$ cat config.mk
export PLATFORM = sky130hd
export DESIGN_NAME = gld_ctrl
export DESIGN_NICKNAME = d
export VERILOG_FILES = /design/src/rtl/gld_pkg.sv /design/src/rtl/gld_ctrl.sv
export SDC_FILE = /design/constraint.sdc
export NUM_CORES = 1
export LEC_CHECK = 0
export ABC_AREA = 1
export ABC_CLOCK_PERIOD_IN_PS = 1050
export BUFFER_PORTS_ARGS = -buffer_cell sky130_fd_sc_hd__buf_2
export CORE_UTILIZATION = 36
export DETAILED_ROUTE_END_ITERATION = 10
export PLACE_DENSITY = 0.84
export SYNTH_ARGS = -nofsm -noshare
export SYNTH_HDL_FRONTEND = slang
export SYNTH_SLANG_ARGS = --single-unit
$ cat constraint.sdc
create_clock -name clk -period 1.05 [get_ports clk]
set_input_delay 0.21 -clock clk [delete_from_list [all_inputs] [get_ports clk]]
set_output_delay 0.21 -clock clk [all_outputs]
set_load 0.01 [all_outputs]
$ cat src/rtl/gld_pkg.sv
`timescale 1ns / 1ps
// ----------------------------------------------------------------------------
// GIF LZW decoder package
// Shared types, constants and controller/datapath command structures.
// ----------------------------------------------------------------------------
package gld_pkg;

  localparam int MAX_CODE_BITS   = 12;
  localparam int BIT_BUFFER_BITS = 32;
  localparam int STORE_DEPTH     = 1 << MAX_CODE_BITS;
  localparam int ADDR_W          = MAX_CODE_BITS;
  localparam int CNT_W           = MAX_CODE_BITS + 1;
  localparam int HELD_W          = $clog2(BIT_BUFFER_BITS + 1);

  // Operation codes of an input item.
  localparam logic [1:0] OP_PUSH  = 2'd0;
  localparam logic [1:0] OP_PIXEL = 2'd1;
  localparam logic [1:0] OP_START = 2'd2;

  // Status codes of a result item.
  localparam logic [2:0] ST_TAKEN   = 3'd0;
  localparam logic [2:0] ST_FULL    = 3'd1;
  localparam logic [2:0] ST_PIXEL   = 3'd2;
  localparam logic [2:0] ST_NEED    = 3'd3;
  localparam logic [2:0] ST_END     = 3'd4;
  localparam logic [2:0] ST_BADSIZE = 3'd5;
  localparam logic [2:0] ST_LIMIT   = 3'd6;

  // Stream phases.
  localparam logic [1:0] PH_SIZE = 2'd0;
  localparam logic [1:0] PH_LEN  = 2'd1;
  localparam logic [1:0] PH_DATA = 2'd2;
  localparam logic [1:0] PH_DONE = 2'd3;

  typedef struct packed {
    logic [1:0] op;
    logic [7:0] data_byte;
  } in_item_t;

  typedef struct packed {
    logic [7:0] pixel;
    logic [2:0] status;
  } out_item_t;

  typedef enum logic [3:0] {
    S_IDLE,
    S_DISPATCH,
    S_CODE,
    S_WALK_RD,
    S_WALK,
    S_ROOT,
    S_POP_RD,
    S_POP,
    S_OUT
  } ctl_state_t;

  // Commands from controller to datapath.
  typedef struct packed {
    logic start_clear;   // clear decoding state
    logic push_byte;     // handle a stream byte
    logic take_code;     // extract a code and classify it
    logic walk_init;     // set up a chain walk for the current code
    logic walk_rd;       // issue a table read for the walk cursor
    logic walk_step;     // push suffix and follow prefix
    logic finish_root;   // push root, add entry, update history
    logic pop_rd;        // read the top of the stack
    logic pop_done;      // deliver the popped pixel
    logic set_result;    // load result register with status below
    logic [2:0] status;
  } ctl_cmd_t;

  // Status from datapath to controller.
  typedef struct packed {
    logic       limit_hit;
    logic       stack_empty;
    logic       size_phase;
    logic       few_bits;
    logic       done_phase;
    logic       code_clear;
    logic       code_end;
    logic       first_pending;
    logic       walk_more;
    logic [2:0] push_status;
  } dp_stat_t;

endpackage

$ cat src/rtl/gld_ctrl.sv
`timescale 1ns / 1ps
// ----------------------------------------------------------------------------
// GIF LZW decoder controller
// Sequences one item at a time through byte push, code take, chain walk and pop.
// ----------------------------------------------------------------------------
module gld_ctrl (
  input  logic              clk,
  input  logic              rst,
  input  logic              in_fire,
  input  logic [1:0]        op,
  input  logic              out_free,
  input  gld_pkg::dp_stat_t stat,
  output logic              busy,
  output gld_pkg::ctl_cmd_t cmd
);
  import gld_pkg::*;

  ctl_state_t state, state_next;

  // State register.
  always_ff @(posedge clk) begin
    if (rst) begin
      state <= S_IDLE;
    end else begin
      state <= state_next;
    end
  end

  // Next state.
  always_comb begin
    state_next = state;
    case (state)
      S_IDLE: begin
        if (in_fire) state_next = S_DISPATCH;
      end
      S_DISPATCH: begin
        if (op == OP_PIXEL && !stat.limit_hit) begin
          state_next = stat.stack_empty ? S_CODE : S_POP_RD;
        end else begin
          state_next = S_OUT;
        end
      end
      S_CODE: begin
        if (stat.size_phase || stat.few_bits || stat.code_end) state_next = S_OUT;
        else if (stat.code_clear) state_next = S_CODE;
        else if (stat.first_pending) state_next = S_POP_RD;
        else state_next = S_WALK_RD;
      end
      S_WALK_RD: begin
        state_next = stat.walk_more ? S_WALK : S_ROOT;
      end
      S_WALK:   state_next = S_WALK_RD;
      S_ROOT:   state_next = S_POP_RD;
      S_POP_RD: state_next = S_POP;
      S_POP:    state_next = S_OUT;
      S_OUT: begin
        if (out_free) state_next = S_IDLE;
      end
      default:  state_next = S_IDLE;
    endcase
  end

  // Outputs.
  always_comb begin
    cmd = '0;
    busy = (state != S_IDLE);
    case (state)
      S_DISPATCH: begin
        if (op == OP_PUSH) begin
          cmd.push_byte  = 1'b1;
          cmd.set_result = 1'b1;
          cmd.status     = stat.push_status;
        end else if (op == OP_PIXEL) begin
          if (stat.limit_hit) begin
            cmd.set_result = 1'b1;
            cmd.status     = ST_LIMIT;
          end
        end else begin
          if (op == OP_START) cmd.start_clear = 1'b1;
          cmd.set_result = 1'b1;
          cmd.status     = ST_TAKEN;
        end
      end
      S_CODE: begin
        if (stat.size_phase) begin
          cmd.set_result = 1'b1;
          cmd.status     = ST_NEED;
        end else if (stat.few_bits) begin
          cmd.set_result = 1'b1;
          cmd.status     = stat.done_phase ? ST_END : ST_NEED;
        end else begin
          cmd.take_code = 1'b1;
          if (stat.code_end) begin
            cmd.set_result = 1'b1;
            cmd.status     = ST_END;
          end else if (!stat.code_clear && !stat.first_pending) begin
            cmd.walk_init = 1'b1;
          end
        end
      end
      S_WALK_RD: cmd.walk_rd     = stat.walk_more;
      S_WALK:    cmd.walk_step   = 1'b1;
      S_ROOT:    cmd.finish_root = 1'b1;
      S_POP_RD:  cmd.pop_rd      = 1'b1;
      S_POP: begin
        cmd.pop_done   = 1'b1;
        cmd.set_result = 1'b1;
        cmd.status     = ST_PIXEL;
      end
      default: ;
    endcase
  end

endmodule

==> results.json, run 1 <==
{
  "synth_most_common_cell": "sky130_fd_sc_hd__nand2_1",
  "clock_tree.htree_level_count": 1,
  "ioPinCount": 32,
  "ys_types": 15,
  "number_of_buffers_between_clock_root_and_the_deepest_sink": 2,
  "postSynthCellCount": 89,
  "ys_async_sr_fraction_pct": 0,
  "globalRouteTotalUtil_pct": 64.52,
  "die_width_um": 38.58,
  "grt_overflow_total": 9,
  "cts_hold_buffers": 0,
  "synthTopCellsByArea": "sky130_fd_sc_hd__dfxtp_1 17%, sky130_fd_sc_hd__nand2_1 16%, sky130_fd_sc_hd__inv_1 14%",
  "rows": 12,
  "port_buffers": 31,
  "post-place-ws_ns": -0.2374,
  "cts_root_buf": "sky130_fd_sc_hd__clkbuf_4",
  "yosysSeqAreaShare_pct": 16.62,
  "netlist.area_leader.share_pct": 16.62,
  "cts-buffers-inserted": 3,
  "run_status": "stopped before the end",
  "cts.sink_count": 4,
  "start_util_pct": 41.13,
  "syn_area_sq_um": 481.7,
  "grt_worst_setup_endpoint": "cmd[1]",
  "stop_stage": "global routing",
  "dp_hpwl_mm": 1.375,
  "syn-num-nets": 107,
  "pin_count_of_the_biggest_net_entering_global_routing": 6,
  "ys_ff_latch": 4,
  "synth_edf_count": 0,
  "flow.first_error": "[ERROR GRT-0232] Routing congestion too high. Check the congestion heatmap in the GUI.",
  "dpl_cell_area_sq_um": 847.1,
  "postSynthAreaPerCell_sq_um": 5.412,
  "synthDominantAreaCellType": "sky130_fd_sc_hd__dfxtp_1",
  "synth.top_cells.by_count": "21 x sky130_fd_sc_hd__nand2_1, 18 x sky130_fd_sc_hd__inv_1, 17 x sky130_fd_sc_hd__nor2_1, 7 x sky130_fd_sc_hd__nand3_1",
  "yosys_warnings": 0,
  "timing.repair.worst_endpoint_type": "output port",
  "gp_routability_congestion": 0.8651,
  "die_height_um": 38.58,
  "synth-main-ff-cell": "sky130_fd_sc_hd__dfxtp_1"
}
## per-layer routing
metal	GRT usage, %	overflow
met1	55.90	0
met2	87.08	2
met3	46.82	0
met5	10.00	0
met4	75.00	7
## cells by family after synthesis
family | count (synthesis) | synth area share [%]
AO/OA/AOI/OAI | 8 | 8.831
buffers and inverters | 18 | 14.02
flip-flops | 4 | 16.62
AND/OR/NAND/NOR | 59 | 60.52
## per-stage QoR
step                      TNS, ns  cells
after floorplan           -0.4065     89
after global placement     -1.549    155
after detailed placement   -1.889    155
after CTS                  -5.326    166
## repair_timing
| action | 4_1_cts |
|---|---|
| setup endpoints to repair | 18 |
| buffers inserted | 9 |
| pin swaps | 14 |
| gates resized for setup | 33 |
==> inputs of run 2 (changes only) <==
Settings changed: ABC_CLOCK_PERIOD_IN_PS 1050 to 1400, CORE_AREA set to 2 2 63 65, CORE_UTILIZATION 36 to not set, DIE_AREA set to 0 0 65 67, PLACE_DENSITY 0.84 to not set, PLACE_DENSITY_LB_ADDON set to 0.15.
Clock period 1.05 ns to 1.4 ns, I/O delays scaled along.
==> run 2 against run 1 <==
- the flow now finishes, with violations (setup timing)
- synthesized cell count unchanged
- area after synthesis unchanged
==> results.json, run 2 <==
{
  "cp.required_ns": 1.12,
  "rows": 22,
  "gp_routability_congestion": 0.7086,
  "failed_checks": "setup timing",
  "synthTopCellsByArea": "sky130_fd_sc_hd__dfxtp_1 17%, sky130_fd_sc_hd__nand2_1 16%, sky130_fd_sc_hd__inv_1 14%",
  "grt_antenna_before_repair": 0,
  "grt_first_pass_wirelength_mm": 2.670,
  "grt_overflow_total": 0,
  "ys_types": 15,
  "die_width_um": 65,
  "ioPinCount": 32,
  "worstPathCellList": "nor2_4 > buf_4 > nand2_4 > nor2_4 > inv_2 > nor3_2 > buf_2",
  "final.period_utilization_pct": 111.8,
  "port_buffers": 31,
  "worst_path_max_delay_cell": "sky130_fd_sc_hd__dfxtp_2",
  "count_of_maximum_capacitance_violations": 0,
  "via_count_of_the_first_global_routing_pass": 640,
  "ir_worst_vdd_mv": 0.1934,
  "synth.top_cells.by_count": "21 x sky130_fd_sc_hd__nand2_1, 18 x sky130_fd_sc_hd__inv_1, 17 x sky130_fd_sc_hd__nor2_1, 7 x sky130_fd_sc_hd__nand3_1",
  "dp_hpwl_mm": 1.328,
  "die-area_sq_um": 4355,
  "drt-vias-per-instance": 3.738,
  "final-setup-viol-count": 13,
  "final_hold_violations": 0,
  "filler_cell_count": 402,
  "route.antenna.remaining_nets": 0,
  "biggestRegsByFlops": "state: 4 flops",
  "path_common_cell": "sky130_fd_sc_hd__nor2_4",
  "final_core_util_pct": 27.97,
  "p_r_area_growth_vs_syn_pct": 109.4,
  "die_height_um": 67,
  "cts_root_buf": "sky130_fd_sc_hd__clkbuf_8",
  "route.vias.total": 699,
  "synth_most_common_cell": "sky130_fd_sc_hd__nand2_1",
  "timing_worst_setup_path_type": "flop to primary output",
  "wl_per_cell_um": 8.706,
  "start_util_pct": 13.36,
  "max_clock_freq_ghz": 0.6387,
  "worst_skew_pair.late_latency_ns": 0.22,
  "cellLeakagePower_nw": 0.5441,
  "post_route_cells_drive_above_1_share_pct": 59.71,
  "worst_setup_path_end_kind": "primary output",
  "cts-buffers-inserted": 3,
  "ys_async_sr_fraction_pct": 0,
  "ys_ff_latch": 4,
  "clock_tree.htree_level_count": 1,
  "synthDominantAreaCellType": "sky130_fd_sc_hd__dfxtp_1",
  "cts.sink_count": 4,
  "yosys_warnings": 0,
  "placedCellCount": 171,
  "pwr_density_cell_nw_per_um2": 825.0,
  "critPathMaxStageDelay_ns": 0.34,
  "hp-class": "primary input to flop",
  "postSynthAreaPerCell_sq_um": 5.412,
  "drt_drc_violations_left": 0,
  "worstReg2RegStart": "state[2]",
  "pin_count_of_the_biggest_net_entering_global_routing": 6,
  "arrival_time_reported_for_the_critical_path_endpoint_ns": 1.29,
  "syn_area_sq_um": 481.7,
  "drtIter0Drc": 20,
  "netlist.area_leader.share_pct": 16.62,
  "globalRouteTotalUtil_pct": 8.144,
  "run_status": "finished with violations",
  "layoutNonFillerInstCount": 187,
  "tightest_slew_ns": 0.2395,
  "antenna-diode-count": 0,
  "cts_hold_buffers": 0,
  "tritoncts": "done",
  "largest_register_ffs": 4,
  "number_of_buffers_between_clock_root_and_the_deepest_sink": 2,
  "hp-start": "rst",
  "syn-num-nets": 107,
  "maxSlewViolCount": 0,
  "final_nets": 159,
  "synth-main-ff-cell": "sky130_fd_sc_hd__dfxtp_1",
  "postSynthCellCount": 89,
  "layout.cells.most_common": "sky130_fd_sc_hd__buf_2",
  "fin_worst_skew_ns": 0.002087,
  "relSlewSlack_pct": 84.04,
  "final_critical_path_setup_slack_ns": -0.1657,
  "yosysSeqAreaShare_pct": 16.62,
  "cp-startpoint": "state[3]",
  "largest-register": "state",
  "worstPathMaxFanout": 5,
  "synth_edf_count": 0,
  "most-common-layout-cells": "28 x sky130_fd_sc_hd__buf_2, 15 x sky130_fd_sc_hd__nand2_1, 13 x sky130_fd_sc_hd__nor2_1, 13 x sky130_fd_sc_hd__buf_4, 11 x sky130_fd_sc_hd__inv_1",
  "layout_min_cycle_time_ns": 1.566,
  "coreArea_sq_um": 3606,
  "clkSlewWorstSetupHoldPaths_ns": 0.03,
  "drt_pass1_iterations": 4,
  "rsz0062_at_grt": "true",
  "postRouteWirelength_mm": 1.628,
  "timing.critical_path.from_type": "flop"
}
run 2: cell counts after synthesis:
No cell type changed its count.
run 2: cells by family (layout without fill, tap and decap cells):
group | count (synthesis) | count (layout) | share of synthesized area, %
AO/OA/AOI/OAI | 8 | 8 | 8.831
buffers and inverters | 18 | 68 | 14.02
flip-flops | 4 | 4 | 16.62
AND/OR/NAND/NOR | 59 | 59 | 60.52
run 2: power breakdown:
group,leakage (nW),internal (mW),switching (mW),total [mW]
clock network,0.0216,0.184,0.0646,0.248
logic,0.488,0.210,0.211,0.421
registers,0.0350,0.134,0.0289,0.162
run 2: per-layer routing:
metal,up-vias,wire [um],GRT usage [%]
met5,-,0,0
met4,0,53,7.181
met3,6,69,0.8446
met2,16,845,13.40
met1,299,659,9.337
li1,378,-,-
run 2: metrics by stage:
step	power (mW)	setup WS (ns)	setup TNS (ns)	area, sq um	hold slack [ns]
5_1_grt	0.8994	-0.2484	-2.148	1008	0.2703
4_1_cts	0.8137	-0.1637	-1.322	945.9	0.2507
2_1_floorplan	0.3050	0.06931	0	481.7	0.3491
3_5_place_dp	0.4180	0.01573	0	719.4	0.4859
6_report	0.8320	-0.1657	-1.179	1008	0.2469
3_3_place_gp	0.4214	0.003786	0	719.4	0.4854
run 2: area by class of cell:
| class | instances | area [sq um] | area share, % |
|---|---|---|---|
| clock buffer | 3 | 41.29 | 4.094 |
| sequential | 4 | 90.09 | 8.933 |
| tap | 48 | 60.06 | 5.955 |
| timing repair buffer | 47 | 305.3 | 30.27 |
| inverter | 18 | 77.57 | 7.692 |
| multi-input combinational | 67 | 434.2 | 43.05 |
run 2: worst max-delay path, delay by kind of cell (launching register included):
| family | cells | cell delay, ns |
|---|---|---|
| flip-flops | 1 | 0.34 |
| AND/OR/NAND/NOR | 4 | 0.40 |
| buffers and inverters | 3 | 0.33 |
run 2: what timing repair did:
item	in CTS	in global routing
endpoints found under the setup margin	13	15
setup buffers	10	3
pin swaps	10	8
gates resized for setup	39	10
run 2: path summary, 6_finish.rpt:
path	end	slack, ns	cells after the start
worst max register to register	state[1]	0.11	11
worst max-delay path	cmd[9]	-0.17	7
worst min-delay path	state[2]	0.25	2
worst min register to register	state[0]	0.61	3
(Power assumes the default switching activity.)
==> inputs of run 3 (changes only) <==
--- a/constraint.sdc
+++ b/constraint.sdc
@@ -3,2 +3,2 @@
 set_output_delay 0.28 -clock clk [all_outputs]
-set_load 0.01 [all_outputs]
+set_load 0.1 [all_outputs]
==> run 3 against run 2 <==
- the run still ends with setup timing left
- die area unchanged
- clock skew shrank 0.0013 ns
- cell area rose by 46%
- combinational power grew 100%
- cell count increased by 11%
- global-route usage grew 2.7 points
- largest cell class is now buffers
==> results.json, run 3 (synthesis results as in run 2) <==
{
  "run_status": "finished with violations",
  "failed_checks": "setup timing",
  "largest-register": "state",
  "clock_tree.htree_level_count": 1,
  "ioPinCount": 32,
  "layoutNonFillerInstCount": 207,
  "reg_to_reg_slack_setup_ns": -0.15,
  "power.share.switching_pct": 47.14,
  "gp_routability_congestion": 0.7563,
  "die_width_um": 65,
  "min_delay_path_depth": 2,
  "dpl_cell_area_sq_um": 1246,
  "die-area_sq_um": 4355,
  "clkSlewWorstSetupHoldPaths_ns": 0.03,
  "regArea_sq_um": 87.58,
  "worst_hold_path.endpoint": "state[2]",
  "placedCellCount": 195,
  "grt_first_pass_wirelength_mm": 3.560,
  "rows": 22,
  "path_common_cell": "sky130_fd_sc_hd__nor2_4",
  "final-setup-viol-count": 16,
  "worst_path_max_delay_cell": "sky130_fd_sc_hd__dfxtp_2",
  "final.period_utilization_pct": 122.2,
  "count_of_maximum_capacitance_violations": 0,
  "hp-class": "primary input to flop",
  "final_nets": 179,
  "biggestRegsByFlops": "state: 4 flops",
  "max_clock_freq_ghz": 0.5844,
  "drt_pass1_iterations": 4,
  "antenna-diode-count": 0,
  "internal-power_mw": 0.6659,
  "timing_worst_setup_path_type": "flop to primary output",
  "worst_r2r_endpoint": "state[2]",
  "critPathMaxStageDelay_ns": 0.33,
  "globalRouteTotalUtil_pct": 10.82,
  "rsz0062_at_grt": "true",
  "final.setup.tns_ns": -3.380,
  "worstPathCellList": "nor2_4 > buf_4 > nand2_2 > nor2_4 > inv_2 > nor3_4 > buf_12",
  "final_core_util_pct": 40.70,
  "arrival_time_reported_for_the_critical_path_endpoint_ns": 1.43,
  "route.antenna.remaining_nets": 0,
  "route.vias.total": 808,
  "postRouteWirelength_mm": 2.055,
  "ir_worst_vdd_mv": 0.2287,
  "worst_skew_pair.late_latency_ns": 0.22,
  "layout.cells.most_common": "sky130_fd_sc_hd__buf_4",
  "cp.required_ns": 1.12,
  "grt_overflow_total": 0,
  "path_buf_inv": 3,
  "drtIter0Drc": 12,
  "cts_root_buf": "sky130_fd_sc_hd__clkbuf_8",
  "post-route-cell-area_sq_um": 1468,
  "hp-start": "rst",
  "relSlewSlack_pct": 80.85,
  "cts.sink_count": 4,
  "post_route_cells_drive_above_1_share_pct": 72.33,
  "fin_worst_skew_ns": 0.0007750,
  "p_r_area_growth_vs_syn_pct": 204.7,
  "pwr_density_cell_nw_per_um2": 858.4,
  "layout_min_cycle_time_ns": 1.711,
  "start_util_pct": 13.36,
  "worst_setup_path_end_kind": "primary output",
  "dp_hpwl_mm": 1.625,
  "multi_input_area_sq_um": 543.0,
  "final_hold_violations": 0,
  "filler_cell_count": 368,
  "via_count_of_the_first_global_routing_pass": 855,
  "maxSlewViolCount": 0,
  "number_of_buffers_between_clock_root_and_the_deepest_sink": 2,
  "pin_count_of_the_biggest_net_entering_global_routing": 6,
  "cellLeakagePower_nw": 0.6840,
  "drt-vias-per-instance": 3.903,
  "coreArea_sq_um": 3606,
  "die_height_um": 67,
  "tightest_slew_ns": 0.2860,
  "wl_per_cell_um": 9.928,
  "drt_drc_violations_left": 0,
  "timing.critical_path.from_type": "flop",
  "most-common-layout-cells": "29 x sky130_fd_sc_hd__buf_4, 17 x sky130_fd_sc_hd__buf_2, 14 x sky130_fd_sc_hd__buf_12, 12 x sky130_fd_sc_hd__inv_1",
  "port_buffers": 31,
  "grt_antenna_before_repair": 0,
  "power.share.sequential_pct": 12.6,
  "reg2regPathDepth": 11,
  "cts-buffers-inserted": 3,
  "critical-path-top-delay-family": "simple AND/OR/NAND/NOR gates",
  "power.share.combinational_pct": 67.5,
  "largest_register_ffs": 4,
  "final_critical_path_setup_slack_ns": -0.3112,
  "switchingPower_mw": 0.5939,
  "tritoncts": "done",
  "worstPathMaxFanout": 3,
  "share_clk_of_total_power_pct": 20.0,
  "worstReg2RegStart": "state[1]"
}
-- run 3: cell types whose count changed in the layout (fill, tap and decap cells not counted), moves of 2 or more --
cell / change
sky130_fd_sc_hd__buf_4: +16
sky130_fd_sc_hd__buf_12: +14
sky130_fd_sc_hd__buf_2: -11
sky130_fd_sc_hd__nand2_1: -5
sky130_fd_sc_hd__nor2_1: -4
sky130_fd_sc_hd__nor2_4: +4
sky130_fd_sc_hd__nor3_2: -4
sky130_fd_sc_hd__nor3_4: +4
sky130_fd_sc_hd__nand2_2: +3
sky130_fd_sc_hd__o21ai_1: -3
sky130_fd_sc_hd__nand2_4: +2
sky130_fd_sc_hd__o21ai_2: +2
-- run 3: how the worst max path moves through the flow --
stage                  end  slack (ns)  depth (start not counted)  startpoint
floorplan           cmd[0]       -0.74                          5    state[2]
global placement    cmd[1]       -0.11                          6    state[2]
detailed placement  cmd[1]       -0.12                          6    state[2]
CTS                 cmd[9]       -0.31                          7    state[2]
global route        cmd[9]       -0.40                          7    state[2]
finish              cmd[9]       -0.31                          7    state[2]
-- run 3: metrics by stage --
stage	worst slack, ns	power, mW	hold slack, ns
floorplan	-0.7433	0.5826	0.3417
detailed placement	-0.1247	0.9007	0.4701
global route	-0.4047	1.330	0.2467
global placement	-0.1141	0.8956	0.4688
finish	-0.3112	1.260	0.2388
CTS	-0.3056	1.242	0.2381
-- run 3: cell type report --
| type | count | share of cell area (%) |
|---|---|---|
| multi-input combinational | 67 | 37.00 |
| tap | 48 | 4.092 |
| sequential | 4 | 5.968 |
| inverter | 18 | 5.030 |
| timing repair buffer | 67 | 45.10 |
| clock buffer | 3 | 2.813 |
-- run 3: power by group through the flow --
stage	Clock (mW)	Combinational [mW]	Sequential, mW
after floorplan	0	0.425	0.157
after global placement	0	0.739	0.157
after detailed placement	0	0.744	0.156
after CTS	0.255	0.828	0.158
after global routing	0.269	0.899	0.163
final	0.251	0.850	0.158
-- run 3: layer usage --
metal	vias to the layer above	GRT usage, %	share of wire (%)
met5	-	0	0
met4	0	6.915	1.8
met3	3	2.534	5.1
met2	23	21.26	57
met1	365	9.869	36
li1	417	-	-
-- run 3: what timing repair did --
action,in CTS,in global routing
setup buffers,7,2
hold buffers,0,0
pin swaps,10,3
setup endpoints to repair,14,16
resized for setup,30,5
cloned,0,0
-- run 3: worst reg2reg max path: cells and delay by family (launching register included) --
kind / cells / cell delay (ns)
compound gates: 1 / 0.07
buf+inv: 6 / 0.72
flops: 1 / 0.33
simple gates: 4 / 0.31
